File: config.mk
export PLATFORM = sky130hd
export DESIGN_NAME = qs_div_cell
export DESIGN_NICKNAME = d
export VERILOG_FILES = /design/src/hw/rtl/qs_div_cell.sv
export SDC_FILE = /design/constraint.sdc
export NUM_CORES = 1
export LEC_CHECK = 0
export BUFFER_PORTS_ARGS = -buffer_cell sky130_fd_sc_hd__buf_2
export CAP_MARGIN = 20
export CORE_ASPECT_RATIO = 1.25
export CORE_MARGIN = 1
export CORE_UTILIZATION = 54
export CTS_CLUSTER_SIZE = 14
export DETAILED_ROUTE_END_ITERATION = 7
export GPL_ROUTABILITY_DRIVEN = 0
export PLACE_DENSITY = 0.87
export RECOVER_POWER = 100
export SYNTH_ARGS = -nofsm -noshare
export SYNTH_HDL_FRONTEND = slang
export SYNTH_SLANG_ARGS = --single-unit
File: constraint.sdc
create_clock -name clk -period 6 [get_ports clk]
set_input_delay 0.6 -clock clk [delete_from_list [all_inputs] [get_ports clk]]
set_output_delay 0.6 -clock clk [all_outputs]
set_load 0.03 [all_outputs]
File: src/hw/rtl/qs_div_cell.sv
`default_nettype none
// ----------------------------------------------------------------------------
// qs_div_cell
// one restoring division step, one quotient bit, registered
// ----------------------------------------------------------------------------
module qs_div_cell (
    input  wire logic        clk,
    input  wire logic        en,
    input  wire logic [30:0] rem_i,
    input  wire logic [29:0] quo_i,
    input  wire logic        sat_i,
    input  wire logic [30:0] dvs_i,
    output logic      [30:0] rem_o,
    output logic      [29:0] quo_o,
    output logic             sat_o
);
    logic [31:0] rem2;
    logic        ge;
    logic [30:0] rem_next;
    logic [30:0] rem_reg;
    logic [29:0] quo_reg;
    logic        sat_reg;

    always_comb
    begin
        rem2     = {rem_i, 1'b0};
        ge       = rem2 >= {1'b0, dvs_i};
        rem_next = ge ? 31'(rem2 - {1'b0, dvs_i}) : rem2[30:0];
    end

    always_ff @(posedge clk)
    begin
        if (en)
        begin
            rem_reg <= rem_next;
            quo_reg <= {quo_i[28:0], ge};
            sat_reg <= sat_i;
        end
    end

    assign rem_o = rem_reg;
    assign quo_o = quo_reg;
    assign sat_o = sat_reg;
endmodule
`default_nettype wire

==> impl_metrics.yaml <==
outcome:
  status: "finished, violations left"
  violations: "capacitance limit, slew limit"
yosys:
  synth_warnings: 0
  ys_top_cells_by_area: "edfxtp_1 46%, ha_1 9.5%, o21ai_0 4.1%"
  synthesis.nets: 534
  syn_area_mm2: 0.00407
  netlist.area_leader.share_pct: 45.8
  ys_types: 53
  synth_commonest_cells: "62 x edfxtp_1, 40 x inv_1, 40 x nand2_1"
  yosysMostFrequentCell: "edfxtp_1"
  synthArstFlopShare_pct: 0
  syn_area_per_cell_um2: 9.99
  synth_edf_count: 62
  yosys_register_bits: 62
  synth_flop_cell: "edfxtp_1"
  netlist_instances: 407
  synth_top_cell_by_area: "edfxtp_1"
  ys_seq_area_share_pct: 45.8
final_layout:
  final.fill_count: 573
  drive_gt1_share_pct: 20.0
  diodes: 0
  nets: 684
  syn2layout_area_growth_pct: 22.5
  regArea_mm2: 0.00186
  final_area_mm2: 0.00498
  fin_cells: 653
  multi_input_area_mm2: 0.00195
route:
  wl_per_cell_um: 16.7
  viasPerCell: 5.81
  vias: 3797
  first_iter_violations: 321
  drt.antenna.violating_nets: 0
  first_pass_iters: 5
  finalWirelength_um: 10900
  drc_errors: 0
grt:
  antenna_found_initial: 0
  grt_pass1_vias: 3649
  grt_start_max_net_pins: 63
  grt_use_total_pct: 28.1
  grt_pass1_wl_um: 16900
  overflow: 0
placement:
  dp_cells: 637
  pre_cts_slack_ps: 2000
  port_buffers: 155
  place_area_mm2: 0.00488
  dp_hpwl_um: 8200
sta:
  period_share_pct: 60.3
  tightest_slew_ps: 3340
  setup_tns_ps: 0
  timing.hold.ws_ps: 431
  final-max-slew-violation-count: 63
  setup_slack_ps: 2380
  final_hold_viol_count: 0
  max_freq_mhz: 276
  final.min_clock_period_ps: 3620
  setup_viol: 0
  rsz0062_at_grt: "false"
  slew_headroom_pct: -122
setup_path:
  path_class: "primary input to flop"
  worstPathArrival_ps: 3720
  worstSetupEndpointType: "flop"
  critPathLaunchType: "primary input"
  cp_max_fo: 33
  cp.required_ps: 6100
floorplanning:
  floorplan.initialDensity_pct: 55.6
  die_x_um: 79.6
  die_area_mm2: 0.00788
  dieHeight_um: 99.0
  coreArea_mm2: 0.00731
  pin_count: 157
  num_rows: 35
power:
  powerDensity_mw_per_mm2: 270
  p_leak_nw: 2.12
  peakVddDrop_mv: 0.182
clock_network:
  cts_resized: 0
  cts_num_sinks: 62
  cts-buffers-inserted: 9
  htree_levels: 3
  tritoncts: "built"
  root_buffer: "clkbuf_8"
  cts_post_setup_buffers_inserted: 0
  cts_hold_buffers: 0
  cts_buffer_depth: 2
  path_clk_slew_ps: 70
flow_run:
  maxCapViolCount: 1
hold_path:
  min_path_type: "primary input to flop"
[cells by family after synthesis]
| kind of cell | after synthesis | synth area share (%) |
|---|---|---|
| DFF | 62 | 45.8 |
| AOI/OAI and AO/OA | 127 | 20.4 |
| and+or+nand+nor | 99 | 11.6 |
| adders and majority gates | 32 | 10.0 |
| buffers and inverters | 58 | 5.72 |
| xor gates and xnor gates | 26 | 5.60 |
| muxes | 3 | 0.831 |
[final cells by class]
type / count / share of cell area (%)
Inverter: 40 / 3.01
Tap cell: 92 / 2.31
Clock inverter: 6 / 1.08
Sequential cell: 62 / 37.4
Timing Repair Buffer: 157 / 14.6
Multi-Input combinational cell: 287 / 39.1
Clock buffer: 9 / 2.49
[path summary, 6_finish.rpt]
path | start | end | slack, ps | cells after the start
worst min-delay path | quo_i[3] | quo_o[4] | 430 | 1
worst max-delay path | dvs_i[0] | rem_o[19] | 2380 | 12
[routing by layer]
| metal | share of wire, % | vias up | track usage, % | wire [µm] |
|---|---|---|---|---|
| li1 | - | 1790 | - | - |
| met1 | 36 | 1749 | 30.8 | 3950 |
| met2 | 52 | 221 | 51.1 | 5670 |
| met3 | 9.0 | 37 | 5.65 | 985 |
| met4 | 3.0 | 0 | 12.4 | 332 |
| met5 | 0 | - | 0 | 0 |
[worst max-delay path: stages]
cell	delay, ps
clkbuf_1	100
inv_1	90
fa_1	460
a211oi_1	360
nor3_1	150
nor2_1	260
o31ai_1	180
o21ai_0	190
o211a_1	730
buf_16	250
inv_1	80
mux2_2	270
[sequential cells by signal, summed over array words and instances, names as in the netlist]
register / cells
rem_o: 31
quo_o: 30
sat_o: 1
[power breakdown]
part           leakage, nW  internal [W]  switching [W]
Combinational         1.42      0.000143       0.000294
Clock               0.0876      0.000184       0.000164
Sequential           0.606      0.000546      0.0000145
Total                 2.12      0.000873       0.000472
[stage by stage]
step / power, W / util (%)
floorplan: 0.000878 / -
global placement: 0.000992 / 66.7
detailed placement: 0.00101 / 66.7
CTS: 0.00136 / 69.2
global route: 0.00140 / 68.1
finish: 0.00135 / 68.1
[layout by cell type (no fill, tap or decap), types with 2 or more instances in the layout]
| cell | synthesis | layout |
|---|---|---|
| ha_1 | 31 | 31 |
| a21o_1 | 9 | 9 |
| a21oi_1 | 26 | 26 |
| buf_2 | 5 | 91 |
| o31ai_1 | 3 | 4 |
| nand2_1 | 40 | 40 |
| nand3_1 | 7 | 7 |
| or3_1 | 2 | 2 |
| nor3_1 | 5 | 5 |
| nor2b_1 | 3 | 3 |
| nand2b_1 | 2 | 2 |
| o21bai_1 | 6 | 6 |
| inv_1 | 40 | 40 |
| and3_1 | 2 | 2 |
| o21ai_0 | 33 | 42 |
| nor4_1 | 2 | 2 |
| a31oi_1 | 4 | 4 |
| xor2_1 | 11 | 11 |
| nor2_1 | 18 | 18 |
| edfxtp_1 | 62 | 62 |
| a211oi_1 | 8 | 8 |
| mux2_1 | 2 | 2 |
| o2111ai_1 | 3 | 3 |
| o41ai_1 | 2 | 3 |
| clkbuf_8 | 0 | 9 |
| o21a_1 | 7 | 7 |
| o211ai_1 | 3 | 3 |
| o21ai_1 | 11 | 2 |
| clkbuf_1 | 11 | 65 |
| xnor2_1 | 15 | 15 |
| or2_2 | 3 | 3 |
| nand4_1 | 9 | 9 |
| clkinv_1 | 0 | 3 |
Power figures use the tool's default switching activity.
