==> src/hw/rtl/qs_sqrt_cell.sv <==
`default_nettype none
// ----------------------------------------------------------------------------
// qs_sqrt_cell
// one radix-4 step of the integer square root, registered
// ----------------------------------------------------------------------------
module qs_sqrt_cell #(
    parameter int K = 0
) (
    input  wire logic        clk,
    input  wire logic        en,
    input  wire logic [60:0] rem_i,
    input  wire logic [61:0] res_i,
    output logic      [60:0] rem_o,
    output logic      [61:0] res_o
);
    localparam logic [61:0] BIT = 62'd1 << (2 * K);

    logic [61:0] trial;
    logic        ge;
    logic [60:0] rem_next;
    logic [61:0] res_next;
    logic [60:0] rem_reg;
    logic [61:0] res_reg;

    always_comb
    begin
        trial    = res_i + BIT;
        ge       = {1'b0, rem_i} >= trial;
        rem_next = ge ? (rem_i - trial[60:0]) : rem_i;
        res_next = ge ? ((res_i >> 1) + BIT) : (res_i >> 1);
    end

    always_ff @(posedge clk)
    begin
        if (en)
        begin
            rem_reg <= rem_next;
            res_reg <= res_next;
        end
    end

    assign rem_o = rem_reg;
    assign res_o = res_reg;
endmodule
`default_nettype wire

==> config.mk <==
export PLATFORM = sky130hd
export DESIGN_NAME = qs_sqrt_cell
export DESIGN_NICKNAME = d
export VERILOG_FILES = /design/src/hw/rtl/qs_sqrt_cell.sv
export SDC_FILE = /design/constraint.sdc
export NUM_CORES = 1
export LEC_CHECK = 0
export BUFFER_PORTS_ARGS = -buffer_cell sky130_fd_sc_hd__buf_2
export CAP_MARGIN = 5
export CORE_UTILIZATION = 50
export DETAILED_ROUTE_END_ITERATION = 8
export PLACE_DENSITY = 0.83
export REMOVE_ABC_BUFFERS = 1
export SLEW_MARGIN = 20
export SYNTH_ARGS = -nofsm -noshare
export SYNTH_HDL_FRONTEND = slang
export SYNTH_SLANG_ARGS = --single-unit
export TNS_END_PERCENT = 1
==> constraint.sdc <==
create_clock -name clk -period 8 [get_ports clk]
set_input_delay 0.8 -clock clk [delete_from_list [all_inputs] [get_ports clk]]
set_output_delay 0.8 -clock clk [all_outputs]
set_load 0.02 [all_outputs]
==> impl_metrics.tcl, run 1 <==
set metrics [dict create \
    outcome "completed" \
    p_int_mw 1.51 \
    tns_ns 0 \
    finalCriticalPeriod_ns 6.95 \
    required_ns 8.17 \
    start_kind "input pin" \
    drcViolationCount 0 \
    cts_setup_buffers 0 \
    avgSynthCellArea_um2 8.60 \
    die_area_mm2 0.0220 \
    rows 53 \
    syn_to_final_growth_pct 18.0 \
    final_cell_mix "buf_2, nand2_1, edfxtp_1" \
    combinationalPowerShare_pct 29.9 \
    muxShareOfSynthArea_pct 0 \
    core_area_mm2 0.0210 \
    cpPeakStageDelay_ns 0.89 \
    slew_viol_final 0 \
    final_common_cell "buf_2" \
    gp_congestion 0.996 \
    clk_pin_slew_ns 0.07 \
    synthFlopType "edfxtp_1" \
    synthSimpleGateAreaFrac_pct 22.1 \
    ios 248 \
    hpwl_mm 27.6 \
    htree_levels 4 \
    die_h_um 148 \
    cts_hold_buf 0 \
    cp-end-kind "flop" \
    switching_share_pct 34.3 \
    hold_path_class "in2reg" \
    async_reset_ff_share_pct 0 \
    ir_drop_mv 0.149 \
    clockRootBuffer "clkbuf_16" \
    final_layout_size_suffix_gt1_share_pct 20.5 \
    first_iter_violations 1428 \
    worstPathCellList "buf_2 > ha_1 > nand2_1 > nor4_2 > nand4_1 > nor4_1 > and2b_1 > nand2b_1 > nor4_1 > nand2_1 > xor2_1 > ha_1 > nand2_1 > or4_1 > nor2_1 > nor4_1 > a21o_4 > buf_4 > o21ai_0" \
    grt_max_degree 109 \
    cts.path.max_buffers 2 \
    powerDensity_mw_per_mm2 182 \
    vias 10856 \
    ctsResizeCount 0 \
    synth_fa_ha_area_share_pct 7.53 \
    critPathSlowestCell "a21o_4" \
    arrival_ns 7.12 \
    yosysSeqAreaShare_pct 34.4 \
    instances_no_fill 1742 \
    ys_seq_elements 123 \
    vias_per_cell 6.23 \
    power_frac_seq_pct 34.9 \
    grt.total_usage_pct 32.0 \
    first_pass_iters 6 \
    hold_viol 0 \
    p_sw_mw 0.790 \
    cap_violations 0 \
    clock.fmax_ghz 0.144 \
    synth_edf_count 123 \
    initial_core_util_pct 51.0 \
    cts_tree "done" \
    grt_pass1_vias 9938 \
    synthXorXnorAreaFrac_pct 14.0 \
    grt_pass1_wl_mm 53.9 \
    antenna_found_initial 7 \
    synth_compound_area_share_pct 17.8 \
    power_mw 2.30 \
    synth.distinct_cells 69 \
    nNetsFinal 1637 \
    ys_warn_count 0 \
    portBuffers 247 \
    finalSetupViolations 0 \
    relSlewSlack_pct 31.3 \
    gr-total-overflow 0 \
    cpLargestDelayFamily "simple AND/OR/NAND/NOR gates" \
    synthCells 1247 \
    rsz0062_at_grt "false" \
    cts.sinks 123 \
    min_period_over_period_pct 86.9 \
    ant_nets 0 \
    worstSetupPathType "in2reg" \
    numCtsBuffers 17 \
    path_buf_inv 2 \
    p_leak_nw 5.14 \
    die_x_um 148 \
    clockPowerShare_pct 35.2 \
    placed_cells 1704 \
    crit_path_max_fanout 108 \
    wirelength_mm 35.8 \
    synth_top_family_by_area "simple AND/OR/NAND/NOR gates" \
    syn_area_mm2 0.0107 \
    wl_per_cell_um 20.5 \
    worst_pin_slew_ns 1.03 \
]
-- per-layer routing --
layer	wire (µm)	GRT usage, %	share of wire, %	vias to the layer above
met5	0	0	0	-
met4	1250	14.4	3.5	0
met3	4160	6.35	12	106
met2	15700	48.2	44	769
met1	14600	44.2	41	5002
li1	-	-	-	4979
-- synthesized netlist by cell type (4+ instances only) --
library cell    n  area [µm²]
a211oi_1       10        75.1
a21o_1         31         233
a21oi_1        68         340
a31oi_1        12        75.1
and2_1         13        81.3
and3_1         22         138
and4_1          8        70.1
buf_2          11        55.1
buf_4           5        37.5
clkbuf_1       50         188
edfxtp_1      123        3690
ha_1           63         788
inv_1          33         124
nand2_1       166         623
nand2b_1        9        56.3
nand3_1        54         270
nand3b_1        4        30.0
nand4_1        41         257
nor2_1         86         323
nor2b_1         7        43.8
nor3_1         33         165
nor4_1         18         113
o2111ai_1       4        35.0
o211ai_1        8        60.1
o21a_1         11        82.6
o21ai_0        89         445
o21bai_1       16         120
o31ai_1         8        60.1
or2_2           4        25.0
or4_1           6        45.0
xnor2_1        93         815
xor2_1         79         692
-- stage by stage --
step / area, µm² / utilization (%) / worst slack, ns / hold slack [ns]
after floorplan: 10400 / - / 0.930 / 0.912
after global placement: 12000 / 57.3 / 1.33 / 1.10
after detailed placement: 12000 / 57.3 / 0.932 / 1.11
after CTS: 12600 / 60.2 / 1.30 / 0.668
after global routing: 12700 / 60.2 / 0.544 / 0.674
final: 12700 / 60.2 / 1.05 / 0.675
-- area by class of cell --
cell class | instances | area, µm²
fillers | 1820 | 8360
clock inverters | 14 | 173
well taps | 275 | 344
inverters | 33 | 124
diodes | 7 | 17.5
multi-input cells | 1021 | 6610
repair buffers | 252 | 1280
clock buffers | 17 | 425
flip-flops and latches | 123 | 3690
-- kinds of logic (layout without fill, tap and decap cells) --
family,count (synthesis),count (layout)
xor gates and xnor gates,172,172
DFF,123,123
AOI/OAI and AO/OA,299,299
other,0,7
buffers and inverters,103,316
and+or+nand+nor,486,486
adders and majority gates,64,64
-- worst paths after layout --
path	startpoint	end	slack, ns	depth (start not counted)
setup / recovery	res_i[1]	rem_o[42]$_DFFE_PP_	1.05	19
hold / removal	rem_i[0]	rem_o[0]$_DFFE_PP_	0.67	3
-- power groups by stage --
| stage | Clock [mW] | Sequential (mW) | Combinational (mW) |
|---|---|---|---|
| after floorplan | 0 | 0.899 | 0.342 |
| after global placement | 0 | 0.817 | 0.660 |
| after detailed placement | 0 | 0.817 | 0.668 |
| after CTS | 0.810 | 0.805 | 0.672 |
| after global routing | 0.839 | 0.810 | 0.738 |
| final | 0.811 | 0.805 | 0.688 |
-- worst min-delay path, stage by stage --
cell and delay (ns):
buf_2 0.09, nand2_1 0.04, o21ai_0 0.06
-- sequential cells by signal, summed over array words and instances (netlist names) --
signal  count
rem_o      61
res_o      62
No activity file was read; power rests on OpenSTA's default activity.
==> inputs of run 2 (changes only) <==
--- a/config.mk
+++ b/config.mk
@@ -10,7 +10,6 @@
 export CORE_UTILIZATION = 50
 export DETAILED_ROUTE_END_ITERATION = 8
 export PLACE_DENSITY = 0.83
-export REMOVE_ABC_BUFFERS = 1
 export SLEW_MARGIN = 20
 export SYNTH_ARGS = -nofsm -noshare
 export SYNTH_HDL_FRONTEND = slang
==> impl_metrics.tcl, run 2 (same netlist as run 1, synthesis figures left out) <==
set metrics [dict create \
    vias 10683 \
    gr-total-overflow 0 \
    fillers 1892 \
    die_x_um 148 \
    ctsResizeCount 0 \
    rsz0062_at_grt "false" \
    worstHoldStart "rem_i[22]" \
    final_layout_size_suffix_gt1_share_pct 20.5 \
    relSlewSlack_pct 24.9 \
    gp_congestion 1.01 \
    arrival_ns 6.78 \
    vias_per_cell 6.15 \
    endpoint "res_o[40]$_DFFE_PP_" \
    hold_viol 0 \
    rows 53 \
    core_area_mm2 0.0210 \
    min_path_cells 3 \
    p_leak_nw 5.16 \
    cpPeakStageDelay_ns 0.72 \
    seqCellArea_mm2 0.00369 \
    first_pass_iters 6 \
    clockRootBuffer "clkbuf_16" \
    htree_levels 4 \
    required_ns 8.18 \
    power_mw 2.33 \
    cts_tree "done" \
    grt_pass1_vias 9787 \
    clockPowerShare_pct 36.1 \
    syn_to_final_growth_pct 18.3 \
    finalCriticalPeriod_ns 6.60 \
    largest_reg_flops 62 \
    nNetsFinal 1637 \
    powerDensity_mw_per_mm2 184 \
    die_h_um 148 \
    worstSetupStartpoint "res_i[5]" \
    cts.sinks 123 \
    outcome "completed" \
    drcViolationCount 0 \
    ios 248 \
    synth_nets 1436 \
    wirelength_mm 36.4 \
    cpLargestDelayFamily "simple AND/OR/NAND/NOR gates" \
    cap_violations 0 \
    cp-end-kind "flop" \
    min_period_over_period_pct 82.5 \
    cts_setup_buffers 0 \
    hold_path_class "in2reg" \
    p_sw_mw 0.784 \
    critPathSlowestCell "nor4_2" \
    wl_per_cell_um 20.9 \
    combinationalPowerShare_pct 29.4 \
    grt_max_degree 118 \
    grt_pass1_wl_mm 55.1 \
    slew_viol_final 0 \
    worst_pin_slew_ns 1.11 \
    start_kind "input pin" \
    clk_pin_slew_ns 0.06 \
    numCtsBuffers 17 \
    antenna_found_initial 4 \
    hpwl_mm 28.1 \
    crit_path_max_fanout 11 \
    final_cell_mix "buf_2, nand2_1, edfxtp_1" \
    power_frac_seq_pct 34.5 \
    cts_hold_buf 0 \
    die_area_mm2 0.0220 \
    portBuffers 247 \
    final_common_cell "buf_2" \
    switching_share_pct 33.6 \
    initial_core_util_pct 51.0 \
    grt.total_usage_pct 32.7 \
    ant_nets 0 \
    ir_drop_mv 0.132 \
    p_int_mw 1.55 \
    worstSetupPathType "in2reg" \
    multi_input_area_mm2 0.00661 \
    cp_common_cell "nor4_1" \
    tns_ns 0 \
    path_buf_inv 1 \
    clock.fmax_ghz 0.151 \
    critical_path_depth 18 \
    finalSetupViolations 0 \
    cts.path.max_buffers 2 \
    first_iter_violations 1308 \
    worstPathCellList "buf_2 > nand4_1 > nor4_2 > nand4_1 > nor4_1 > and2b_1 > nand2b_1 > nor4_1 > nand2_1 > xor2_1 > ha_1 > nand2_1 > or4_1 > nor2_1 > nor4_1 > a2111o_1 > or4_1 > xnor2_1" \
]
[run 2: cell types whose count changed in the layout (fill, tap and decap cells not counted), sizes merged]
cell      change
bufinv        +1
clkinvlp      -1
diode         -4
[run 2: worst min-delay path by stage]
stage                          end  slack, ns
6_report       rem_o[22]$_DFFE_PP_       0.67
5_1_grt        rem_o[23]$_DFFE_PP_       0.67
4_1_cts        rem_o[23]$_DFFE_PP_       0.66
3_5_place_dp   rem_o[23]$_DFFE_PP_       1.10
3_3_place_gp    rem_o[5]$_DFFE_PP_       1.10
2_1_floorplan   rem_o[0]$_DFFE_PP_       0.91
[run 2: layout make-up]
cell class              instances  area share, %
repair buffers                252           10.2
diodes                          3         0.0591
flip-flops and latches        123           29.1
clock inverters                14           1.53
clock buffers                  17           3.35
multi-input cells            1021           52.1
well taps                     275           2.71
inverters                      33          0.976
[run 2: metrics by stage]
| stage | utilization (%) | hold slack (ns) | cell area, µm² | std cells | setup WS (ns) |
|---|---|---|---|---|---|
| after detailed placement | 57.3 | 1.10 | 12000 | 1703 | 0.931 |
| after CTS | 60.2 | 0.661 | 12700 | 1734 | 1.32 |
| final | 60.4 | 0.671 | 12700 | 1738 | 1.40 |
| after global routing | 60.4 | 0.673 | 12700 | 1736 | 1.06 |
| after floorplan | - | 0.912 | 10700 | 1247 | 2.21 |
| after global placement | 57.3 | 1.10 | 12000 | 1703 | 1.31 |
[run 2: per-layer routing]
metal	vias to the layer above	routed length (µm)	global-route usage, %
met5	-	26	0
met4	4	847	9.90
met3	79	3790	7.09
met2	616	16800	51.8
met1	5008	15000	44.6
li1	4976	-	-
[run 2: power groups by stage]
stage | clock network [mW] | logic, mW | registers, mW
after floorplan | 0 | 0.358 | 0.899
after global placement | 0 | 0.660 | 0.818
after detailed placement | 0 | 0.666 | 0.817
after CTS | 0.848 | 0.671 | 0.806
after global routing | 0.868 | 0.740 | 0.810
final | 0.841 | 0.685 | 0.805
