File: src/hw/rtl/qs_pkg.sv
`default_nettype none
// ----------------------------------------------------------------------------
// qs_pkg
// shared types and constants of the quaternion slerp pipeline
// ----------------------------------------------------------------------------
package qs_pkg;

    // floor(atan(2^-i) * 2^30)
    localparam logic [30:0] ATAN_TAB [0:31] = '{
        31'd843314856, 31'd497837829, 31'd263043836, 31'd133525158,
        31'd67021686,  31'd33543515,  31'd16775850,  31'd8388437,
        31'd4194282,   31'd2097149,   31'd1048575,   31'd524287,
        31'd262143,    31'd131071,    31'd65535,     31'd32767,
        31'd16383,     31'd8191,      31'd4095,      31'd2047,
        31'd1023,      31'd511,       31'd255,       31'd127,
        31'd63,        31'd31,        31'd15,        31'd7,
        31'd3,         31'd1,         31'd0,         31'd0
    };

    localparam logic [30:0] ONE_Q30      = 31'h4000_0000;
    localparam logic [30:0] THR_RESET    = 31'd1073634450;
    localparam logic [29:0] INV_GAIN_Q30 = 30'd652032874;
    localparam logic [16:0] T_ONE        = 17'd65536;

    typedef struct packed {
        logic signed [31:0] a_w;
        logic signed [31:0] a_x;
        logic signed [31:0] a_y;
        logic signed [31:0] a_z;
        logic signed [31:0] b_w;
        logic signed [31:0] b_x;
        logic signed [31:0] b_y;
        logic signed [31:0] b_z;
        logic        [16:0] fraction;
    } item_t;

    typedef struct packed {
        logic signed [31:0] r_w;
        logic signed [31:0] r_x;
        logic signed [31:0] r_y;
        logic signed [31:0] r_z;
    } result_t;

endpackage
`default_nettype wire

File: src/hw/rtl/qs_cordic_cell.sv
`default_nettype none
// ----------------------------------------------------------------------------
// qs_cordic_cell
// one cordic micro-rotation, vectoring or rotation mode, registered
// ----------------------------------------------------------------------------
module qs_cordic_cell #(
    parameter int SHIFT     = 0,
    parameter int XW        = 34,
    parameter int ZW        = 34,
    parameter bit VECTORING = 1'b1
) (
    input  wire logic                 clk,
    input  wire logic                 en,
    input  wire logic signed [XW-1:0] x_i,
    input  wire logic signed [XW-1:0] y_i,
    input  wire logic signed [ZW-1:0] z_i,
    output logic signed      [XW-1:0] x_o,
    output logic signed      [XW-1:0] y_o,
    output logic signed      [ZW-1:0] z_o
);
    localparam logic signed [ZW-1:0] ATAN =
        $signed({{(ZW-31){1'b0}}, qs_pkg::ATAN_TAB[SHIFT]});

    logic signed [XW-1:0] dx;
    logic signed [XW-1:0] dy;
    logic                 up;
    logic signed [XW-1:0] x_reg;
    logic signed [XW-1:0] y_reg;
    logic signed [ZW-1:0] z_reg;

    always_comb
    begin
        dx = y_i >>> SHIFT;
        dy = x_i >>> SHIFT;
        // vectoring drives y to zero, rotation drives z to zero
        up = VECTORING ? (y_i > 0) : z_i[ZW-1];
    end

    always_ff @(posedge clk)
    begin
        if (en)
        begin
            if (up)
            begin
                x_reg <= x_i + dx;
                y_reg <= y_i - dy;
                z_reg <= z_i + ATAN;
            end
            else
            begin
                x_reg <= x_i - dx;
                y_reg <= y_i + dy;
                z_reg <= z_i - ATAN;
            end
        end
    end

    assign x_o = x_reg;
    assign y_o = y_reg;
    assign z_o = z_reg;
endmodule
`default_nettype wire

File: config.mk
export PLATFORM = sky130hd
export DESIGN_NAME = qs_cordic_cell
export DESIGN_NICKNAME = d
export VERILOG_FILES = /design/src/hw/rtl/qs_pkg.sv /design/src/hw/rtl/qs_cordic_cell.sv
export SDC_FILE = /design/constraint.sdc
export NUM_CORES = 1
export LEC_CHECK = 0
export BUFFER_PORTS_ARGS = -buffer_cell sky130_fd_sc_hd__buf_2
export CELL_PAD_IN_SITES_DETAIL_PLACEMENT = 1
export CELL_PAD_IN_SITES_GLOBAL_PLACEMENT = 2
export CORE_AREA = 8 8 183 185
export CTS_CLUSTER_SIZE = 20
export DETAILED_ROUTE_END_ITERATION = 8
export DIE_AREA = 0 0 191 193
export PLACE_DENSITY_LB_ADDON = 0.15
export SYNTH_ARGS = -nofsm -noshare
export SYNTH_HDL_FRONTEND = slang
export SYNTH_SLANG_ARGS = --single-unit
File: constraint.sdc
create_clock -name clk -period 5.7 [get_ports clk]
set_clock_uncertainty 0.15 [all_clocks]
set_input_delay 0.57 -clock clk [delete_from_list [all_inputs] [get_ports clk]]
set_output_delay 0.57 -clock clk [all_outputs]
set_load 0.01 [all_outputs]
==> results of run 1 <==
-- layout make-up --
class	instances	area, sq um	share of cell area, %
multi-input cells	913	6519	54.99
repair buffers	214	1096	9.246
well taps	402	503.0	4.243
clock inverters	6	46.29	0.3905
flip-flops and latches	101	3033	25.59
inverters	114	427.9	3.610
clock buffers	10	229.0	1.932
-- synth_stat cells (5+ instances only) --
cell	instances
sky130_fd_sc_hd__ha_1	128
sky130_fd_sc_hd__a21oi_1	126
sky130_fd_sc_hd__inv_1	110
sky130_fd_sc_hd__edfxtp_1	101
sky130_fd_sc_hd__nor2_1	91
sky130_fd_sc_hd__xnor2_1	79
sky130_fd_sc_hd__o21ai_0	78
sky130_fd_sc_hd__nand2_1	56
sky130_fd_sc_hd__a21o_1	34
sky130_fd_sc_hd__nand3_1	29
sky130_fd_sc_hd__nor3_1	23
sky130_fd_sc_hd__o21bai_1	23
sky130_fd_sc_hd__clkbuf_1	21
sky130_fd_sc_hd__buf_2	16
sky130_fd_sc_hd__nand4_1	16
sky130_fd_sc_hd__o211ai_1	16
sky130_fd_sc_hd__a211oi_1	15
sky130_fd_sc_hd__nor4_1	13
sky130_fd_sc_hd__o21a_1	13
sky130_fd_sc_hd__xor2_1	13
sky130_fd_sc_hd__nor2b_1	12
sky130_fd_sc_hd__a31oi_1	10
sky130_fd_sc_hd__mux2i_1	10
sky130_fd_sc_hd__o31ai_1	10
sky130_fd_sc_hd__and3_1	9
sky130_fd_sc_hd__nand2b_1	8
sky130_fd_sc_hd__buf_1	7
sky130_fd_sc_hd__or3_1	6
sky130_fd_sc_hd__a211o_1	5
sky130_fd_sc_hd__a221oi_1	5
sky130_fd_sc_hd__and2_1	5
sky130_fd_sc_hd__or2_2	5
-- cell families after synthesis --
family                   share of synthesized area [%]
AO/OA/AOI/OAI                                    24.92
XOR/XNOR                                         7.907
adder cells (fa/ha/maj)                          16.50
buffers and inverters                            6.286
flip-flops                                       29.76
multiplexers                                    0.9822
AND/OR/NAND/NOR                                  13.64
-- power by group --
group	switching [uW]	internal, uW	total [uW]
registers	36.3	985	1020
logic	704	434	1140
clock network	314	302	615
-- stage by stage --
stage                     area [sq um]  total power (uW)  hold slack (ps)  utilization, %  worst slack (ps)
final                            11850              2774            232.9           38.46              1248
after global placement           11580              2174            599.2           37.56             850.7
after detailed placement         11580              2186            601.6           37.56             843.5
after global routing             11850              2957            216.0           38.46             956.9
after CTS                        11850              2814            212.4           38.46              1234
after floorplan                  10190              1748            518.9               -              1077
-- state kept, by name, indices dropped and copies added, names as in the netlist --
signal / cells
x_o: 34
y_o: 33
z_o: 34
-- worst min-delay path by stage --
stage	startpoint	to	slack, ps	cells past startpoint
after floorplan	z_i[0]	z_o[0]	520	0
after global placement	z_i[1]	z_o[1]	600	1
after detailed placement	z_i[2]	z_o[2]	600	1
after CTS	z_i[2]	z_o[2]	210	1
after global routing	z_i[0]	z_o[0]	220	1
final	z_i[0]	z_o[0]	230	1
-- layer usage --
metal  global-route usage, %  part of all wire [%]  vias to the layer above
li1                        -                     -                     4628
met1                   25.49                    46                     4603
met2                   35.11                    48                      214
met3                   2.356                   4.0                       30
met4                   5.370                   1.7                        0
met5                       0                     0                        -
==> out/summary.md, run 1 <==
The number of antenna diodes in the final layout is 0. The synthesized area per cell works out to 8.666 sq um. The mapped netlist covers 10190 sq um. Counting buffers and inverters, the worst setup path is 16 cells deep. The first-pass GRT wire length is 57.39 mm. Routability-driven placement finished with a final weighted congestion of 0.8667.

Entering global routing, the biggest net connects 66 pins. The number of buffers and inverters on the critical path is 2. Setup repair after global routing left no endpoint under its margin. After floorplanning, the core was divided into 65 placement rows. The number of flops mapped to enable cells by yosys was 101. The reported max-cap violation count was 0. Measured along the x axis, the die boundary spans 191 um.

After routing, the total negative slack on setup checks comes to 0 ps. In the global route stage, overall resource usage came out at 19.96%. The max-slew violation total from the final report came out at 0.

For this run, the leading register cell type out of synthesis is sky130_fd_sc_hd__edfxtp_1. The fill cell total of the finished layout was 3769. Based on the critical path, the design can be clocked at up to 224.6 MHz. The logs give 29.76% for the sequential area share after synthesis and 36860 sq um for the die footprint.

Most frequent standard cell in the layout excluding fill and tap cells: sky130_fd_sc_hd__buf_2. The number of setup violations in the final report was 0; the standard cell core area was 30820 sq um. The number of nets in the synthesized netlist is 1412. The H-tree was split into 3 levels. The routed layout has 9475 vias. The floorplan die height is 193 um.

Counting every instance in the synthesized netlist gives 1176. The proportion of netlist area held by the largest area contributor was 29.76%. IR analysis of the VDD net gives a maximum drop of 129.9 uV. The detailed router finished its first iteration with 570 violations.

The count of nets left with antenna violations after detail routing came out at 0. The largest total area in the synthesized netlist belongs to sky130_fd_sc_hd__edfxtp_1. Of the cells placed in the final design, the portion with a size suffix greater than 1 is 18.70%. During I/O placement, the number of pins put on the boundary was 206.

Post-placement cell count: 1744. Ranked by total cell area, the synthesized netlist is headed by sky130_fd_sc_hd__edfxtp_1, sky130_fd_sc_hd__ha_1, sky130_fd_sc_hd__xnor2_1. The run gives 2 as the number of buffers on the longest clock path.

The actual slew at the worst max-slew pin is 888.8 ps, and the final standard cell count with taps included and fillers excluded is 1760. The layout net count is 1589, and the time the final worst path needs with I/O delays and setup is 4452 ps. The number of iterations in the first detailed-routing pass is 5. The starting utilization of the core area is 33.06%, and the standby leakage power is 0.005232 uW. Walking the worst path, the cells encountered are buf_2 > nor4_1 > nand4_1 > nor2_1 > a21o_2 > inv_2 > ha_1 > nor2b_1 > o31a_1 > o21a_1 > o221ai_2 > o22ai_2 > o41ai_2 > o31a_2 > o21bai_1 > xor2_1. The number of antenna violations at the first check in global routing was 0; the register bit count reported by yosys was 101. For this run the aggregate overflow at the end of global routing stands at 0.

STA classifies the critical path endpoint as a flop. For this run, design rule violations remaining after detail routing come to 0. For this design the ratio of total power to cell area is 234.0 nW/um^2. In the layout the commonest cells are sky130_fd_sc_hd__buf_2, sky130_fd_sc_hd__ha_1, sky130_fd_sc_hd__a21oi_1. Master of the slowest instance on the critical path: sky130_fd_sc_hd__nor4_1. In this run the worst hold path is classified as in2reg. The final clock period utilization by the worst path is 78.10%, and the largest incremental delay on the critical path is 630 ps.

From synthesis to final layout, the design area changed by 16.32%. The critical path ends at z_o[31]. Once detailed placement completed, the half-perimeter wirelength came to 30.20 mm.

Family of cells with the greatest summed delay on the critical path: compound AO/OA/AOI/OAI gates. Clock-pin slew was measured on the worst setup and hold paths at 70 ps. Arrival time at the worst endpoint: 4410 ps.

Using the TritonRoute via totals, the vias-per-cell ratio works out to 5.384. The tools report the clock root buffer as sky130_fd_sc_hd__clkbuf_16. Gates resized during post-CTS repair numbered 0.

The final routed wire length divided by cell count works out to 21.08 um. The classification of the worst setup path was in2reg. The routed design has 37.10 mm of wire. TritonCTS built the clock tree. STA puts the critical path data required time at 5660 ps.

The final number of hold-violating endpoints was 0. In this run the worst setup path begins at y_i[7]. The worst-path maximum fanout was 16; the distinct cell type count of the synthesized netlist was 77.

The flow ran to the end, and the final reports show no timing, DRC or antenna violations. Worst relative slew slack: 40.12%. The worst setup path is launched from an input port. The clock net in this run drives a total of 101 sinks. The number of buffers created by CTS came out at 9. The number of global-route vias before repair is 9970, and the async set or reset register ratio after synthesis is 0%.

Once the clock tree was built, the setup fixing pass inserted 0 buffers. During synthesis, Yosys emitted a total of 0 warnings. The count of hold-fix buffers inserted at cts was 0; the port buffer count was 205.
Power figures use the tool's default switching activity.
==> run 2, diff against run 1 <==
--- a/config.mk
+++ b/config.mk
@@ -8,10 +8,10 @@
 export BUFFER_PORTS_ARGS = -buffer_cell sky130_fd_sc_hd__buf_2
 export CELL_PAD_IN_SITES_DETAIL_PLACEMENT = 1
 export CELL_PAD_IN_SITES_GLOBAL_PLACEMENT = 2
-export CORE_AREA = 8 8 183 185
+export CORE_AREA = 8 8 191 193
 export CTS_CLUSTER_SIZE = 20
 export DETAILED_ROUTE_END_ITERATION = 8
-export DIE_AREA = 0 0 191 193
+export DIE_AREA = 0 0 199 201
 export PLACE_DENSITY_LB_ADDON = 0.15
 export SYNTH_ARGS = -nofsm -noshare
 export SYNTH_HDL_FRONTEND = slang
==> constraint.sdc (replaced) <==
create_clock -name clk -period 4 [get_ports clk]
set_clock_uncertainty 0.15 [all_clocks]
set_input_delay 0.4 -clock clk [delete_from_list [all_inputs] [get_ports clk]]
set_output_delay 0.4 -clock clk [all_outputs]
set_load 0.01 [all_outputs]
==> out/summary.md, run 2 (synthesis results as in run 1) <==
The number of global-route vias before repair came out at 10567 (+6.0%). The time the final worst path needs with I/O delays and setup works out to 3784 ps. For the reported max-cap violation count, the log shows 0 (unchanged). The maximum number of pins on one net before global-route repair was 63 (-4.5%). The count of hold-fix buffers inserted at cts came out at 0 (unchanged). The tools report the number of buffers on the longest clock path as 2 (unchanged). The worst-path maximum fanout is 9 (-7), and the actual slew at the worst max-slew pin is 837.1 ps (-51.76 ps).

The largest incremental delay on the critical path was 410 ps (-220 ps). The classification of the worst setup path was in2reg. The detailed-route vias per instance is 5.100 (-5.3%). The H-tree level count is 3 (unchanged).

The count of nets left with antenna violations after detail routing was 0 (unchanged). The worst relative slew slack came out at 44.19% (+4.1 points). The tools report the first-pass GRT wire length as 61.11 mm (+6.5%). The floorplan die height came out at 201 um (+4.1%).

The run gives 3750 ps (-660 ps) as the arrival time at the worst endpoint. Most frequent standard cell in the layout excluding fill and tap cells: sky130_fd_sc_hd__buf_2. The number of iterations in the first detailed-routing pass was 5 (unchanged). The final core utilization came out at 39.72% (+1.3 points). The tools report the layout net count as 1754 (+10%). The standard cell core area was 33280 sq um (+8.0%). The flow ran to the end, and the final reports show no timing, DRC or antenna violations. The number of buffers created by CTS was 9 (unchanged); the highest clock rate was 264.2 MHz. The library cells used most frequently in the layout, excluding fill and tap cells, are sky130_fd_sc_hd__buf_2, sky130_fd_sc_hd__buf_4, sky130_fd_sc_hd__ha_1.

The number of rows in the core area came out at 67 (+3.1%). Final routed wire length divided by cell count: 20.30 um (-3.7%). The tools report the clock root buffer as sky130_fd_sc_hd__clkbuf_16. Max-slew violation total from the final report: 0 (unchanged). The run gives 40.02 mm (+7.9%) as the total length of routed wires. Setup repair after global routing left no endpoint under its margin. The sink count of the clock tree is 101 (unchanged), and the initial DRC count is 441 (-23%). The die footprint came out at 40000 sq um (+8.5%).

The post-CTS setup buffer count came out at 0 (unchanged). The sum of net half-perimeters after detailed placement was 33.46 mm (+11%). The number of antenna violations at the first check in global routing is 2 (+2), and the standby leakage power is 0.006040 uW (+15%). The tools report the number of setup violations in the final report as 0 (unchanged).

The kind of start point of the critical path is an input port. Traced cell by cell, the critical path runs through buf_2 > nor4_2 > buf_4 > nand4_1 > buf_4 > nor2_1 > a21o_2 > inv_2 > buf_4 > fa_1 > nor2b_2 > o31a_1 > o21a_1 > o221ai_2 > o22ai_2 > o41ai_4 > o31a_2 > o21bai_1 > xor2_1. The logs give 206 (unchanged) for the number of ports placed on the die boundary and 4036 (+7.1%) for the fill cell total of the finished layout. The signed area change from the synthesized netlist to the final layout was 29.72%. The tools report the starting utilization of the core area as 30.62% (-2.4 points). The endpoint class of the critical path was a flop.

The run gives 190.8 uV (+47%) as the worst IR drop on VDD. The clock input transition at the sequential cells of the worst setup and hold paths works out to 80 ps (about the same). Among the stages of the critical path, the cell type that occurs most often is sky130_fd_sc_hd__buf_4. The required time at the worst-slack endpoint was 3970 ps (-1690 ps); the post-placement cell count was 1955 (+12%).

The total power density per cell area was 318.3 nW/um^2 (+36%); the final clock period utilization by the worst path was 94.61%. In this run the worst hold path is classified as in2reg. The leftover overflow at the end of global routing is 0 (unchanged). TritonCTS built the clock tree.

Via count: 10058 (+6.2%). The post-route DRC violation count was 0 (unchanged); the horizontal extent of the die was 199 um (+4.2%). The largest individual stage delay along the critical path comes from the cell sky130_fd_sc_hd__fa_1. The share of final-layout standard cells stronger than drive strength 1 was 27.97% (+9.3 points). The final standard cell count with taps included and fillers excluded is 1972 (+12%).

The final number of hold-violating endpoints came out at 0 (unchanged). Combined global-route utilization of all metal layers: 19.61% (-0.35 points). The port buffer count works out to 205 (unchanged).

The final weighted congestion of routability-driven global placement came out at 0.8653 (-0.16%). For the total negative setup slack, the log shows 0 ps (unchanged).
[run 2: routing by layer]
| metal | up-vias | share of wire, % | GRT usage, % |
|---|---|---|---|
| met5 | - | 0 | 0 |
| met4 | 0 | 1.6 | 4.633 |
| met3 | 32 | 3.8 | 1.961 |
| met2 | 201 | 47 | 32.83 |
| met1 | 4864 | 47 | 26.65 |
| li1 | 4961 | - | - |
[run 2: layout make-up]
type | count | area, sq um | area share (%)
Timing Repair Buffer | 379 | 2335 | 17.66
Tap cell | 448 | 560.5 | 4.240
Multi-Input combinational cell | 913 | 6578 | 49.75
Clock inverter | 7 | 58.81 | 0.4448
Sequential cell | 101 | 3033 | 22.94
Clock buffer | 9 | 225.2 | 1.704
Inverter | 114 | 427.9 | 3.237
Antenna cell | 1 | 2.502 | 0.01893
[run 2: metrics by stage]
step / worst slack (ps) / instance area, sq um / hold slack, ps / power (uW)
2_1_floorplan: 17.85 / 10210 / 348.9 / 2493
3_3_place_gp: -320.1 / 12870 / 427.6 / 3318
3_5_place_dp: -416.9 / 12870 / 428.7 / 3335
4_1_cts: 16.79 / 13170 / 39.66 / 4260
5_1_grt: 21.80 / 13220 / 42.52 / 4470
6_report: 215.7 / 13220 / 58.94 / 4208
[run 2: critical path, delay by kind of cell]
kind,cells,cell delay [ps]
buf+inv,5,740
fa+ha+maj,1,410
simple gates,4,640
xor+xnor,1,80
compound gates,8,1490
[run 2: repair_timing]
action,4_1_cts,5_1_grt
gates resized for setup,1,8
endpoints found under the setup margin,1,6
pin swaps,0,2
[run 2: power by group]
part	internal, uW	total, uW	switching, uW
clock network	433	899	466
logic	785	1860	1070
registers	1400	1450	48.7
total	2620	4210	1590
[run 2: final timing paths]
kind,depth (start not counted),endpoint,start
worst max-delay path,19,z_o[31],y_i[17]
worst min-delay path,1,z_o[2],z_i[2]
